**config.mk**
```make
export PLATFORM = sky130hd
export DESIGN_NAME = palette_pixel_serializer_flat
export DESIGN_NICKNAME = d
export VERILOG_FILES = /design/src/rtl/core/pps_pkg.sv /design/src/rtl/core/pps_if.sv /design/src/rtl/core/palette_pixel_serializer.sv /design/src/rtl/core/pps_front.sv /design/src/rtl/core/pps_fifo.sv /design/src/rtl/core/pps_back.sv /design/src/flat_wrapper.sv
export SDC_FILE = /design/constraint.sdc
export NUM_CORES = 1
export LEC_CHECK = 0
export BUFFER_PORTS_ARGS = -buffer_cell sky130_fd_sc_hd__clkbuf_2
export CORE_MARGIN = 1.5
export CORE_UTILIZATION = 60
export CTS_CLUSTER_DIAMETER = 150
export DETAILED_ROUTE_END_ITERATION = 8
export PLACE_DENSITY = 0.86
export SYNTH_ARGS = -nofsm -noshare
export SYNTH_HDL_FRONTEND = slang
export SYNTH_HIERARCHICAL = 1
export SYNTH_SLANG_ARGS = --single-unit
```
**constraint.sdc**
```tcl
create_clock -name clk -period 4.4 [get_ports clk]
set_clock_uncertainty 0.2 [all_clocks]
set_input_delay 0.66 -clock clk [delete_from_list [all_inputs] [get_ports clk]]
set_output_delay 0.66 -clock clk [all_outputs]
set_load 0.005 [all_outputs]
```
**src/rtl/core/pps_pkg.sv**
```systemverilog
// Shared types, codes and constants of the palette pixel serializer.
package pps_pkg;

	// Most pixels that one video byte can produce.
	localparam int unsigned PIX_MAX = 8;
	localparam int unsigned COLOUR_W = 3;
	localparam int unsigned LOGICAL_W = 4;
	localparam int unsigned PAL_DEPTH = 16;
	localparam int unsigned FIFO_DEPTH_DEF = 2;

	typedef logic [COLOUR_W-1:0] colour_t;
	typedef logic [LOGICAL_W-1:0] logical_t;
	typedef logic [$clog2(PIX_MAX)-1:0] pix_idx_t;

	localparam colour_t COLOUR_MASK = colour_t'(3'h7);

	// Item function codes.
	typedef enum logic [1:0] {
		FUNC_CONTROL = 2'd0,
		FUNC_PALETTE = 2'd1,
		FUNC_PIXEL   = 2'd2,
		FUNC_FLASH   = 2'd3
	} func_t;

	// Display modes from control bits 3-2.
	typedef enum logic [1:0] {
		MODE_1BPP   = 2'd0,
		MODE_2BPP   = 2'd1,
		MODE_4BPP   = 2'd2,
		MODE_NIBBLE = 2'd3
	} mode_t;

	// Kind of work handed from the front to the back.
	typedef enum logic {
		KIND_PIXELS  = 1'b0,
		KIND_PALETTE = 1'b1
	} kind_t;

	// One queued job: a classified video byte or a palette update.
	typedef struct packed {
		kind_t                    kind;
		logical_t [PIX_MAX-1:0]   logical;
		pix_idx_t                 last_idx;
		logic                     invert;
		logical_t                 pal_idx;
		colour_t                  pal_val;
	} job_t;

endpackage

```
**src/rtl/core/pps_if.sv**
```systemverilog
// Valid/ready channel interfaces for items and for pixel results.
interface pps_item_if;
	logic       valid;
	logic       ready;
	logic [1:0] func;
	logic [7:0] video_byte;
	logic       cursor_on;

	modport source (output valid, func, video_byte, cursor_on, input ready);
	modport sink (input valid, func, video_byte, cursor_on, output ready);
endinterface

interface pps_pixel_if;
	logic       valid;
	logic       ready;
	logic [2:0] pixel_colour;
	logic       last_pixel;

	modport source (output valid, pixel_colour, last_pixel, input ready);
	modport sink (input valid, pixel_colour, last_pixel, output ready);
endinterface

```
**src/rtl/core/palette_pixel_serializer.sv**
```systemverilog
// Top level of the palette pixel serializer.
// A video byte yields 8, 4, 2 or 1 pixels in modes 0 to 3, and the back end
// sends them one pixel per cycle through the palette lookup while the output
// is not stalled. A palette write is done in the back end and gives no output;
// control writes and flash toggles are taken in the front end and never reach
// the back end. A job queue of FIFO_DEPTH entries (two by default) lets the
// front accept new items while the back is still emitting pixels or waiting
// on a stalled output.
module palette_pixel_serializer
	import pps_pkg::*;
#(
	parameter int unsigned FIFO_DEPTH = FIFO_DEPTH_DEF
) (
	input  logic         clk,
	input  logic         arst_n,
	pps_item_if.sink     item,
	pps_pixel_if.source  result
);

	job_t job_data;
	job_t job_head;
	logic job_push;
	logic job_full;
	logic job_pop;
	logic job_empty;

	// Classification and control register.
	pps_front u_front (
		.clk      (clk),
		.arst_n   (arst_n),
		.item     (item),
		.job_full (job_full),
		.job_push (job_push),
		.job_data (job_data)
	);

	// Job queue.
	pps_fifo #(
		.DEPTH (FIFO_DEPTH)
	) u_fifo (
		.clk       (clk),
		.arst_n    (arst_n),
		.push      (job_push),
		.push_data (job_data),
		.full      (job_full),
		.pop       (job_pop),
		.head      (job_head),
		.empty     (job_empty)
	);

	// Palette and pixel serializer.
	pps_back u_back (
		.clk    (clk),
		.arst_n (arst_n),
		.head   (job_head),
		.empty  (job_empty),
		.pop    (job_pop),
		.result (result)
	);

endmodule

```
**src/rtl/core/pps_front.sv**
```systemverilog
// Front end: accepts items, keeps the control byte and classifies video bytes.
module pps_front
	import pps_pkg::*;
(
	input  logic          clk,
	input  logic          arst_n,
	pps_item_if.sink      item,
	input  logic          job_full,
	output logic          job_push,
	output job_t          job_data
);

	logic [7:0] control_q;
	func_t      func;
	mode_t      mode;
	logic       accept;

	assign func   = func_t'(item.func);
	assign mode   = mode_t'(control_q[3:2]);
	assign accept = item.valid && item.ready;

	// Items are taken whenever the job queue has room.
	assign item.ready = !job_full;
	assign job_push   = accept && (func == FUNC_PIXEL || func == FUNC_PALETTE);

	// Build the job: pixel logical colours per mode, or the palette update.
	always_comb begin
		job_data          = '0;
		job_data.kind     = (func == FUNC_PALETTE) ? KIND_PALETTE : KIND_PIXELS;
		job_data.invert   = item.cursor_on;
		job_data.pal_idx  = item.video_byte[7:4];
		job_data.pal_val  = ~item.video_byte[2:0];
		case (mode)
			MODE_1BPP: begin
				for (int i = 0; i < 8; i++) begin
					job_data.logical[i] = {3'b000, item.video_byte[7-i]};
				end
				job_data.last_idx = pix_idx_t'(7);
			end
			MODE_2BPP: begin
				for (int i = 0; i < 4; i++) begin
					job_data.logical[i] = {2'b00, item.video_byte[7-i], item.video_byte[3-i]};
				end
				job_data.last_idx = pix_idx_t'(3);
			end
			MODE_4BPP: begin
				for (int i = 0; i < 2; i++) begin
					job_data.logical[i] = {item.video_byte[7-i], item.video_byte[5-i],
						item.video_byte[3-i], item.video_byte[1-i]};
				end
				job_data.last_idx = pix_idx_t'(1);
			end
			default: begin
				job_data.logical[0] = item.video_byte[3:0];
				job_data.last_idx   = pix_idx_t'(0);
			end
		endcase
	end

	// Control byte: full writes and the flash bit toggle.
	always_ff @(posedge clk or negedge arst_n) begin
		if (!arst_n) begin
			control_q <= '0;
		end else if (accept) begin
			case (func)
				FUNC_CONTROL: begin
					control_q <= item.video_byte;
				end
				FUNC_FLASH: begin
					control_q[0] <= ~control_q[0];
				end
				default: begin
					control_q <= control_q;
				end
			endcase
		end
	end

endmodule

```
**src/rtl/core/pps_fifo.sv**
```systemverilog
// Short show-ahead job queue between the front and the back.
module pps_fifo
	import pps_pkg::*;
#(
	parameter int unsigned DEPTH = FIFO_DEPTH_DEF
) (
	input  logic clk,
	input  logic arst_n,
	input  logic push,
	input  job_t push_data,
	output logic full,
	input  logic pop,
	output job_t head,
	output logic empty
);

	localparam int unsigned PTR_W = (DEPTH > 1) ? $clog2(DEPTH) : 1;
	localparam int unsigned CNT_W = $clog2(DEPTH + 1);
	localparam logic [PTR_W-1:0] PTR_LAST = PTR_W'(DEPTH - 1);
	localparam logic [CNT_W-1:0] CNT_FULL = CNT_W'(DEPTH);

	job_t             entry_q [DEPTH];
	logic [PTR_W-1:0] wr_ptr_q;
	logic [PTR_W-1:0] rd_ptr_q;
	logic [CNT_W-1:0] count_q;
	logic             do_push;
	logic             do_pop;

	assign full    = (count_q == CNT_FULL);
	assign empty   = (count_q == '0);
	assign do_push = push && !full;
	assign do_pop  = pop && !empty;
	assign head    = entry_q[rd_ptr_q];

	// Entry storage.
	always_ff @(posedge clk) begin
		if (do_push) begin
			entry_q[wr_ptr_q] <= push_data;
		end
	end

	// Pointers and fill count.
	always_ff @(posedge clk or negedge arst_n) begin
		if (!arst_n) begin
			wr_ptr_q <= '0;
			rd_ptr_q <= '0;
			count_q  <= '0;
		end else begin
			if (do_push) begin
				wr_ptr_q <= (wr_ptr_q == PTR_LAST) ? '0 : wr_ptr_q + PTR_W'(1);
			end
			if (do_pop) begin
				rd_ptr_q <= (rd_ptr_q == PTR_LAST) ? '0 : rd_ptr_q + PTR_W'(1);
			end
			if (do_push && !do_pop) begin
				count_q <= count_q + CNT_W'(1);
			end else if (do_pop && !do_push) begin
				count_q <= count_q - CNT_W'(1);
			end
		end
	end

endmodule

```
**src/rtl/core/pps_back.sv**
```systemverilog
// Back end: owns the palette; sends one pixel per cycle unless stalled.
module pps_back
	import pps_pkg::*;
(
	input  logic          clk,
	input  logic          arst_n,
	input  job_t          head,
	input  logic          empty,
	output logic          pop,
	pps_pixel_if.source   result
);

	colour_t  palette_q [PAL_DEPTH];
	pix_idx_t pos_q;
	logic     valid_q;
	colour_t  colour_q;
	logic     last_q;
	logic     advance;
	logic     at_last;

	assign advance = !empty && (!valid_q || result.ready);
	assign at_last = (pos_q == head.last_idx);
	assign pop     = advance && (head.kind == KIND_PALETTE || at_last);

	assign result.valid        = valid_q;
	assign result.pixel_colour = colour_q;
	assign result.last_pixel   = last_q;

	// Palette: entry n resets to n mod 8, updated in queue order.
	always_ff @(posedge clk or negedge arst_n) begin
		if (!arst_n) begin
			for (int n = 0; n < PAL_DEPTH; n++) begin
				palette_q[n] <= colour_t'(n);
			end
		end else if (advance && head.kind == KIND_PALETTE) begin
			palette_q[head.pal_idx] <= head.pal_val;
		end
	end

	// Pixel position within the current byte and output valid.
	always_ff @(posedge clk or negedge arst_n) begin
		if (!arst_n) begin
			pos_q   <= '0;
			valid_q <= 1'b0;
		end else begin
			if (advance && head.kind == KIND_PIXELS) begin
				pos_q   <= at_last ? '0 : pos_q + pix_idx_t'(1);
				valid_q <= 1'b1;
			end else if (result.ready) begin
				valid_q <= 1'b0;
			end
		end
	end

	// Output payload: palette lookup, cursor inversion and last flag.
	always_ff @(posedge clk) begin
		if (advance && head.kind == KIND_PIXELS) begin
			colour_q <= palette_q[head.logical[pos_q]] ^ (head.invert ? COLOUR_MASK : '0);
			last_q   <= at_last;
		end
	end

endmodule
```
**src/flat_wrapper.sv**
```systemverilog
// flat-port wrapper written by rule: the top's interface ports become plain ports
module palette_pixel_serializer_flat import pps_pkg::*;
#(
	parameter int unsigned FIFO_DEPTH = FIFO_DEPTH_DEF
)
  (clk, arst_n, item_valid, item_func, item_video_byte, item_cursor_on, item_ready, result_valid, result_pixel_colour, result_last_pixel, result_ready);
  pps_item_if item_i ();
  pps_pixel_if result_i ();
  input  logic clk;
  input  logic arst_n;
  input wire logic [$bits(item_i.valid)-1:0] item_valid;
  input wire logic [$bits(item_i.func)-1:0] item_func;
  input wire logic [$bits(item_i.video_byte)-1:0] item_video_byte;
  input wire logic [$bits(item_i.cursor_on)-1:0] item_cursor_on;
  output wire logic [$bits(item_i.ready)-1:0] item_ready;
  output wire logic [$bits(result_i.valid)-1:0] result_valid;
  output wire logic [$bits(result_i.pixel_colour)-1:0] result_pixel_colour;
  output wire logic [$bits(result_i.last_pixel)-1:0] result_last_pixel;
  input wire logic [$bits(result_i.ready)-1:0] result_ready;
  assign item_i.valid = item_valid;
  assign item_i.func = item_func;
  assign item_i.video_byte = item_video_byte;
  assign item_i.cursor_on = item_cursor_on;
  assign item_ready = item_i.ready;
  assign result_valid = result_i.valid;
  assign result_pixel_colour = result_i.pixel_colour;
  assign result_last_pixel = result_i.last_pixel;
  assign result_i.ready = result_ready;
  palette_pixel_serializer #(.FIFO_DEPTH(FIFO_DEPTH)) u_core (.clk(clk), .arst_n(arst_n), .item(item_i), .result(result_i));
endmodule
```
==> results.sh, run 1 <==
export IMPL_drt_first_iter_violations=296
export IMPL_reg2reg_to="u_core/u_back/result.pixel_colour[0]$_DFFE_PP_"
export IMPL_cpPeakStageDelay_ps=760
export IMPL_synth_top_cell_area_share_pct=38.1
export IMPL_drc_errors=0
export IMPL_grt_pass1_vias=4290
export IMPL_ctsHoldBuffers=0
export IMPL_hold_violations=0
export IMPL_cts_root_buf="clkbuf_16"
export IMPL_globalplace_congestion=0.815
export IMPL_p_int_mw=4.06
export IMPL_status="complete, no violations"
export IMPL_cts_resized=0
export IMPL_diodes=0
export IMPL_peakVddDrop_uv=441
export IMPL_post_route_util_pct=68.2
export IMPL_finalSetupViolations=0
export IMPL_layout_nets=523
export IMPL_async_reset_ff_share_pct=38.7
export IMPL_seqPwrFrac_pct=39.8
export IMPL_io_pins=21
export IMPL_rrSetupSlack_ps=1040
export IMPL_layout_common_cells="edfxtp_1 (92), mux2_2 (59), mux2_4 (39)"
export IMPL_hold_path_class="input port to async pin"
export IMPL_fmax_mhz=298
export IMPL_avgSynthCellArea_um2=15.0
export IMPL_ys_flop_type="edfxtp_1"
export IMPL_grt_max_degree=45
export IMPL_grtUsageMet2_pct=39.1
export IMPL_die_w_um=113
export IMPL_r2r_start="u_core/u_fifo/rd_ptr_q$_DFFE_PN0P_"
export IMPL_die_height_um=113
export IMPL_antenna_found_initial=0
export IMPL_die_area_um2=12700
export IMPL_worst_pin_slew_ps=1130
export IMPL_synth_top_cells_by_area="edfxtp_1 (38%), dfrtp_1 (12%), mux2_2 (9.2%), dfstp_2 (8.7%), mux2_4 (8.1%)"
export IMPL_ant_nets=0
export IMPL_slew_violations=0
export IMPL_num_vias=4092
export IMPL_worstPathArrival_ps=3330
export IMPL_crit_chain="mux2_4, mux2i_1, mux4_2, mux4_1, nand2_1, nand4_1, xor2_1"
export IMPL_r2r_cells=7
export IMPL_clock_latency_ps=420
export IMPL_ys_ff_latch=150
export IMPL_n_fill_cell=705
export IMPL_synth_edf_count=92
export IMPL_avgRoutedWirePerCell_um=21.1
export IMPL_synth_cell_area_um2=7250
export IMPL_slew_headroom_pct=24.6
export IMPL_via_per_inst=6.20
export IMPL_cts_made_buffers=17
export IMPL_ys_warn_count=6
export IMPL_fp_row_count=39
export IMPL_io_buffer_count=20
export IMPL_p_sw_share_pct=32.3
export IMPL_path_clk_slew_ps=60
export IMPL_area_growth_pct=9.36
export IMPL_crit_path_start_kind="flip-flop"
export IMPL_startpoint="u_core/u_fifo/rd_ptr_q$_DFFE_PN0P_"
export IMPL_crit_fanout=21
export IMPL_cts_buffer_depth=2
export IMPL_yosys_area_top_type="edfxtp_1"
export IMPL_drt_pass1_iterations=5
export IMPL_p_switching_mw=1.93
export IMPL_finalCriticalPeriod_ps=3360
export IMPL_period_share_pct=76.3
export IMPL_yosysSeqAreaShare_pct=58.6
export IMPL_rsz0062_at_grt="false"
export IMPL_final_setup_tns_ps=0
export IMPL_synthCells=484
export IMPL_cp_end_kind="flip-flop"
export IMPL_cp_slowest_cell="dfrtp_2"
export IMPL_top_usage_layer="met2"
export IMPL_endpoint="u_core/u_back/result.pixel_colour[0]$_DFFE_PP_"
export IMPL_dpl_hpwl_mm=8.80
export IMPL_drive_gt1_share_pct=36.0
export IMPL_grt_pass1_wl_mm=22.5
export IMPL_cts_tree="built"
export IMPL_drt_wl_total_mm=14.0
export IMPL_htree_levels=4
export IMPL_postCtsSetupRepairBufs=0
export IMPL_grtUsageMet1_pct=29.7
export IMPL_synth_cell_types=52
export IMPL_grt_usage_pct=23.5
export IMPL_grt_use_met3_pct=5.57
export IMPL_cts_sinks=150
export IMPL_cp_required_ps=4370
export IMPL_criticalPathCategory="flip-flop to flip-flop"
export IMPL_overflow=0
export IMPL_mostFrequentLayoutCell="edfxtp_1"
export IMPL_start_util_pct=62.4
export IMPL_cap_violations=0
export IMPL_multiInputGateArea_um2=2680
export IMPL_ff_latch_area_um2=4250
export IMPL_core_um2=11600
export IMPL_power_density_nw_per_um2=756
export IMPL_leakage_nw=3.20
export IMPL_comb_power_share_pct=35.1
export IMPL_pwr_share_clk_pct=25.1
==> worst min-delay path by stage <==
stage / startpoint / cells past startpoint / slack [ps] / endpoint
global route: item_cursor_on / 1 / 230 / u_core/u_fifo/entry_q[1][7]$_DFFE_PP_
detailed placement: u_core/u_back/palette_q[41]$_DFFE_PN0P_ / 1 / 290 / u_core/u_back/palette_q[41]$_DFFE_PN0P_
CTS: arst_n / 1 / 200 / u_core/u_back/palette_q[23]$_DFFE_PN0P_
global placement: u_core/u_back/palette_q[47]$_DFFE_PN0P_ / 1 / 280 / u_core/u_back/palette_q[47]$_DFFE_PN0P_
finish: arst_n / 1 / 190 / u_core/u_back/palette_q[10]$_DFFE_PN0P_
floorplan: arst_n / 0 / 160 / u_core/u_back/palette_q[10]$_DFFE_PN0P_
==> registers in the layout, summed over array words and instances, names as in the netlist <==
name                               count
u_core/u_back/palette_q               48
u_core/u_back/pos_q                    3
u_core/u_back/result.last_pixel        1
u_core/u_back/result.pixel_colour      3
u_core/u_back/result.valid             1
u_core/u_fifo/count_q                  2
u_core/u_fifo/entry_q                 88
u_core/u_fifo/rd_ptr_q                 1
u_core/u_fifo/wr_ptr_q                 1
u_core/u_front/control_q               2
==> logic make-up (layout without fill, tap and decap cells) <==
| kind of cell | Yosys count | count (layout) | synth area share, % |
|---|---|---|---|
| AO/OA/AOI/OAI | 32 | 32 | 3.07 |
| XOR/XNOR | 11 | 11 | 1.33 |
| adder cells (fa/ha/maj) | 4 | 4 | 0.691 |
| buffers and inverters | 54 | 72 | 5.37 |
| flip-flops | 150 | 150 | 58.6 |
| multiplexers | 122 | 122 | 23.4 |
| other | 1 | 16 | 0.0518 |
| AND/OR/NAND/NOR | 110 | 110 | 7.48 |
==> area by class of cell <==
cell class                 count  share of cell area [%]
tap                          143                    2.26
clock inverter                11                    1.80
inverter                      14                   0.663
timing repair buffer          26                    1.83
multi-input combinational    295                    33.8
clock buffer                  21                    6.08
sequential                   150                    53.6
==> metal layers <==
metal | vias up | routed length [um]
li1 | 1813 | -
met1 | 2056 | 5630
met2 | 192 | 7210
met3 | 31 | 813
met4 | 0 | 307
met5 | - | 0
==> worst max-delay path: cells and delay by family (launching register included) <==
kind                      cells  cell delay [ps]
xor gates and xnor gates      1              150
DFF                           1              760
muxes                         4             1780
and+or+nand+nor               2              210
==> Yosys cell counts (all sizes together) (8+ instances only) <==
cell / instances
buf: 32
xor2: 8
nand2b: 8
nand2: 31
nor3: 11
mux2: 98
mux2i: 11
dfrtp: 34
nor2: 28
dfstp: 24
mux4: 13
clkbuf: 8
edfxtp: 92
inv: 14
==> metrics by stage <==
stage / hold WS (ps) / area [um2] / power (mW) / instances / setup WS, ps
detailed placement: 286 / 7300 / 4.43 / 628 / 1120
finish: 189 / 7920 / 5.99 / 660 / 1040
global placement: 280 / 7300 / 4.32 / 628 / 1160
CTS: 204 / 7920 / 5.98 / 660 / 1060
global route: 229 / 7920 / 6.26 / 660 / 897
floorplan: 164 / 7300 / 4.04 / 499 / 704
==> power by group through the flow <==
stage / combinational [mW] / sequential, mW / clock (mW)
5_1_grt: 2.26 / 2.43 / 1.57
2_1_floorplan: 1.86 / 2.18 / 0
4_1_cts: 2.09 / 2.38 / 1.52
3_5_place_dp: 2.04 / 2.39 / 0
3_3_place_gp: 1.96 / 2.36 / 0
6_report: 2.10 / 2.39 / 1.50
Power figures use the tool's default switching activity.
==> run 2, diff against run 1 <==
==> constraint.sdc (replaced) <==
create_clock -name clk -period 3.1 [get_ports clk]
set_clock_uncertainty 0.2 [all_clocks]
set_input_delay 0.465 -clock clk [delete_from_list [all_inputs] [get_ports clk]]
set_output_delay 0.465 -clock clk [all_outputs]
set_load 0.005 [all_outputs]
==> results.sh, run 2 (synthesis results as in run 1) <==
export IMPL_largestRegisters="u_core/u_fifo/entry_q: 88 flops, u_core/u_back/palette_q: 48 flops"
export IMPL_period_share_pct=95.7
export IMPL_drive_gt1_share_pct=35.9
export IMPL_drc_errors=0
export IMPL_cp_required_ps=3050
export IMPL_mostFrequentLayoutCell="edfxtp_1"
export IMPL_cts_tree="built"
export IMPL_criticalPathCategory="flip-flop to flip-flop"
export IMPL_power_mw=8.37
export IMPL_die_area_um2=12700
export IMPL_startpoint="u_core/u_fifo/rd_ptr_q$_DFFE_PN0P_"
export IMPL_fin_area_um2=7940
export IMPL_overflow=0
export IMPL_worst_pin_slew_ps=648
export IMPL_start_util_pct=62.4
export IMPL_drt_first_iter_violations=297
export IMPL_drt_pass1_iterations=5
export IMPL_place_area_um2=7370
export IMPL_largest_register_ffs=88
export IMPL_crit_path_start_kind="flip-flop"
export IMPL_power_density_nw_per_um2=1050
export IMPL_grt_pass1_wl_mm=22.0
export IMPL_area_growth_pct=9.64
export IMPL_finalSetupViolations=0
export IMPL_die_height_um=113
export IMPL_slew_violations=0
export IMPL_hold_violations=0
export IMPL_min_delay_start="item_cursor_on"
export IMPL_ant_nets=0
export IMPL_cts_made_buffers=17
export IMPL_grt_pass1_vias=4179
export IMPL_fmax_mhz=337
export IMPL_status="complete, no violations"
export IMPL_slew_headroom_pct=56.8
export IMPL_avgRoutedWirePerCell_um=20.7
export IMPL_die_w_um=113
export IMPL_finalCriticalPeriod_ps=2970
export IMPL_dpl_hpwl_mm=9.24
export IMPL_rsz0062_at_grt="false"
export IMPL_grt_use_met3_pct=4.71
export IMPL_cp_end_kind="flip-flop"
export IMPL_antenna_found_initial=0
export IMPL_io_pins=21
export IMPL_grtUsageMet2_pct=40.6
export IMPL_crit_fanout=12
export IMPL_grt_max_degree=53
export IMPL_n_fill_cell=744
export IMPL_cts_sinks=150
export IMPL_path_clk_slew_ps=50
export IMPL_diodes=0
export IMPL_layout_nets=532
export IMPL_layout_common_cells="edfxtp_1 (92), mux2_2 (59), mux2_4 (39)"
export IMPL_via_per_inst=5.95
export IMPL_peakVddDrop_uv=656
export IMPL_num_vias=3980
export IMPL_r2r_start="u_core/u_fifo/rd_ptr_q$_DFFE_PN0P_"
export IMPL_leakage_nw=3.21
export IMPL_grt_usage_pct=23.0
export IMPL_drt_wl_total_mm=13.8
export IMPL_clock_latency_ps=410
export IMPL_globalplace_congestion=0.826
export IMPL_cap_violations=0
export IMPL_worstPathArrival_ps=2920
export IMPL_cts_root_buf="clkbuf_16"
export IMPL_hold_path_class="input port to flip-flop"
export IMPL_core_um2=11600
export IMPL_cts_buffer_depth=2
export IMPL_grtUsageMet1_pct=28.3
export IMPL_fp_row_count=39
export IMPL_htree_levels=4
export IMPL_io_buffer_count=20
export IMPL_top_usage_layer="met2"
export IMPL_regMostFlops="u_core/u_fifo/entry_q"
==> run 2: per-stage QoR <==
step | setup WS [ps] | TNS [ps] | hold WS [ps] | utilization (%) | cells
3_3_place_gp | 79.3 | 0 | 107 | 63.5 | 634
6_report | 133 | 0 | 67.6 | 68.4 | 669
3_5_place_dp | -47.8 | -81.5 | 111 | 63.5 | 634
2_1_floorplan | 260 | 0 | -30.6 | - | 499
5_1_grt | 42.2 | 0 | 60.5 | 68.4 | 669
4_1_cts | 141 | 0 | 53.8 | 68.4 | 669
==> run 2: critical path, cell delays in order, from the launching register on <==
cell     delay [ps]
dfrtp_2         440
buf_4           180
mux2_4          300
mux2i_1         160
mux4_2          290
buf_12          160
mux4_1          560
nand2_1         110
nand4_1         130
xor2_1          170
==> run 2: final cells by class <==
cell class                 count  area (um2)  area share (%)
inverter                      14        52.6           0.662
sequential                   150        4250            53.4
clock buffer                  29         513            6.46
tap                          143         179            2.25
timing repair buffer          35         240            3.02
multi-input combinational    295        2700            34.0
clock inverter                 3        15.0           0.189
==> run 2: final timing paths <==
| check | to | slack (ps) | depth (start not counted) |
|---|---|---|---|
| setup / recovery | u_core/u_back/result.pixel_colour[2]$_DFFE_PP_ | 130 | 9 |
| hold / removal | u_core/u_fifo/entry_q[1][7]$_DFFE_PP_ | 70 | 1 |
| setup reg to reg | u_core/u_back/result.pixel_colour[2]$_DFFE_PP_ | 130 | 9 |
| hold reg to reg | u_core/u_back/result.valid$_DFFE_PN0P_ | 310 | 1 |
| max in group asynchronous | u_core/u_fifo/rd_ptr_q$_DFFE_PN0P_ | 1560 | 3 |
| min in group asynchronous | u_core/u_back/palette_q[33]$_DFFE_PN0P_ | 230 | 2 |
==> run 2: where the power goes <==
part / internal (mW) / switching [mW] / total (mW)
Combinational: 1.62 / 1.60 / 3.23
Sequential: 2.90 / 0.403 / 3.30
Clock: 1.12 / 0.722 / 1.84
==> run 2: per-layer routing <==
metal	up-vias	wire length (um)
met3	24	658
li1	1822	-
met2	134	7270
met1	2000	5620
met5	-	0
met4	0	290
==> run 2: repair_timing <==
action / 4_1_cts / 5_1_grt
setup endpoints to repair: 3 / 0
hold buffers: 1 / 0
resized for setup: 4 / 0
setup buffers: 2 / 0
endpoints found under the hold margin: 6 / 0
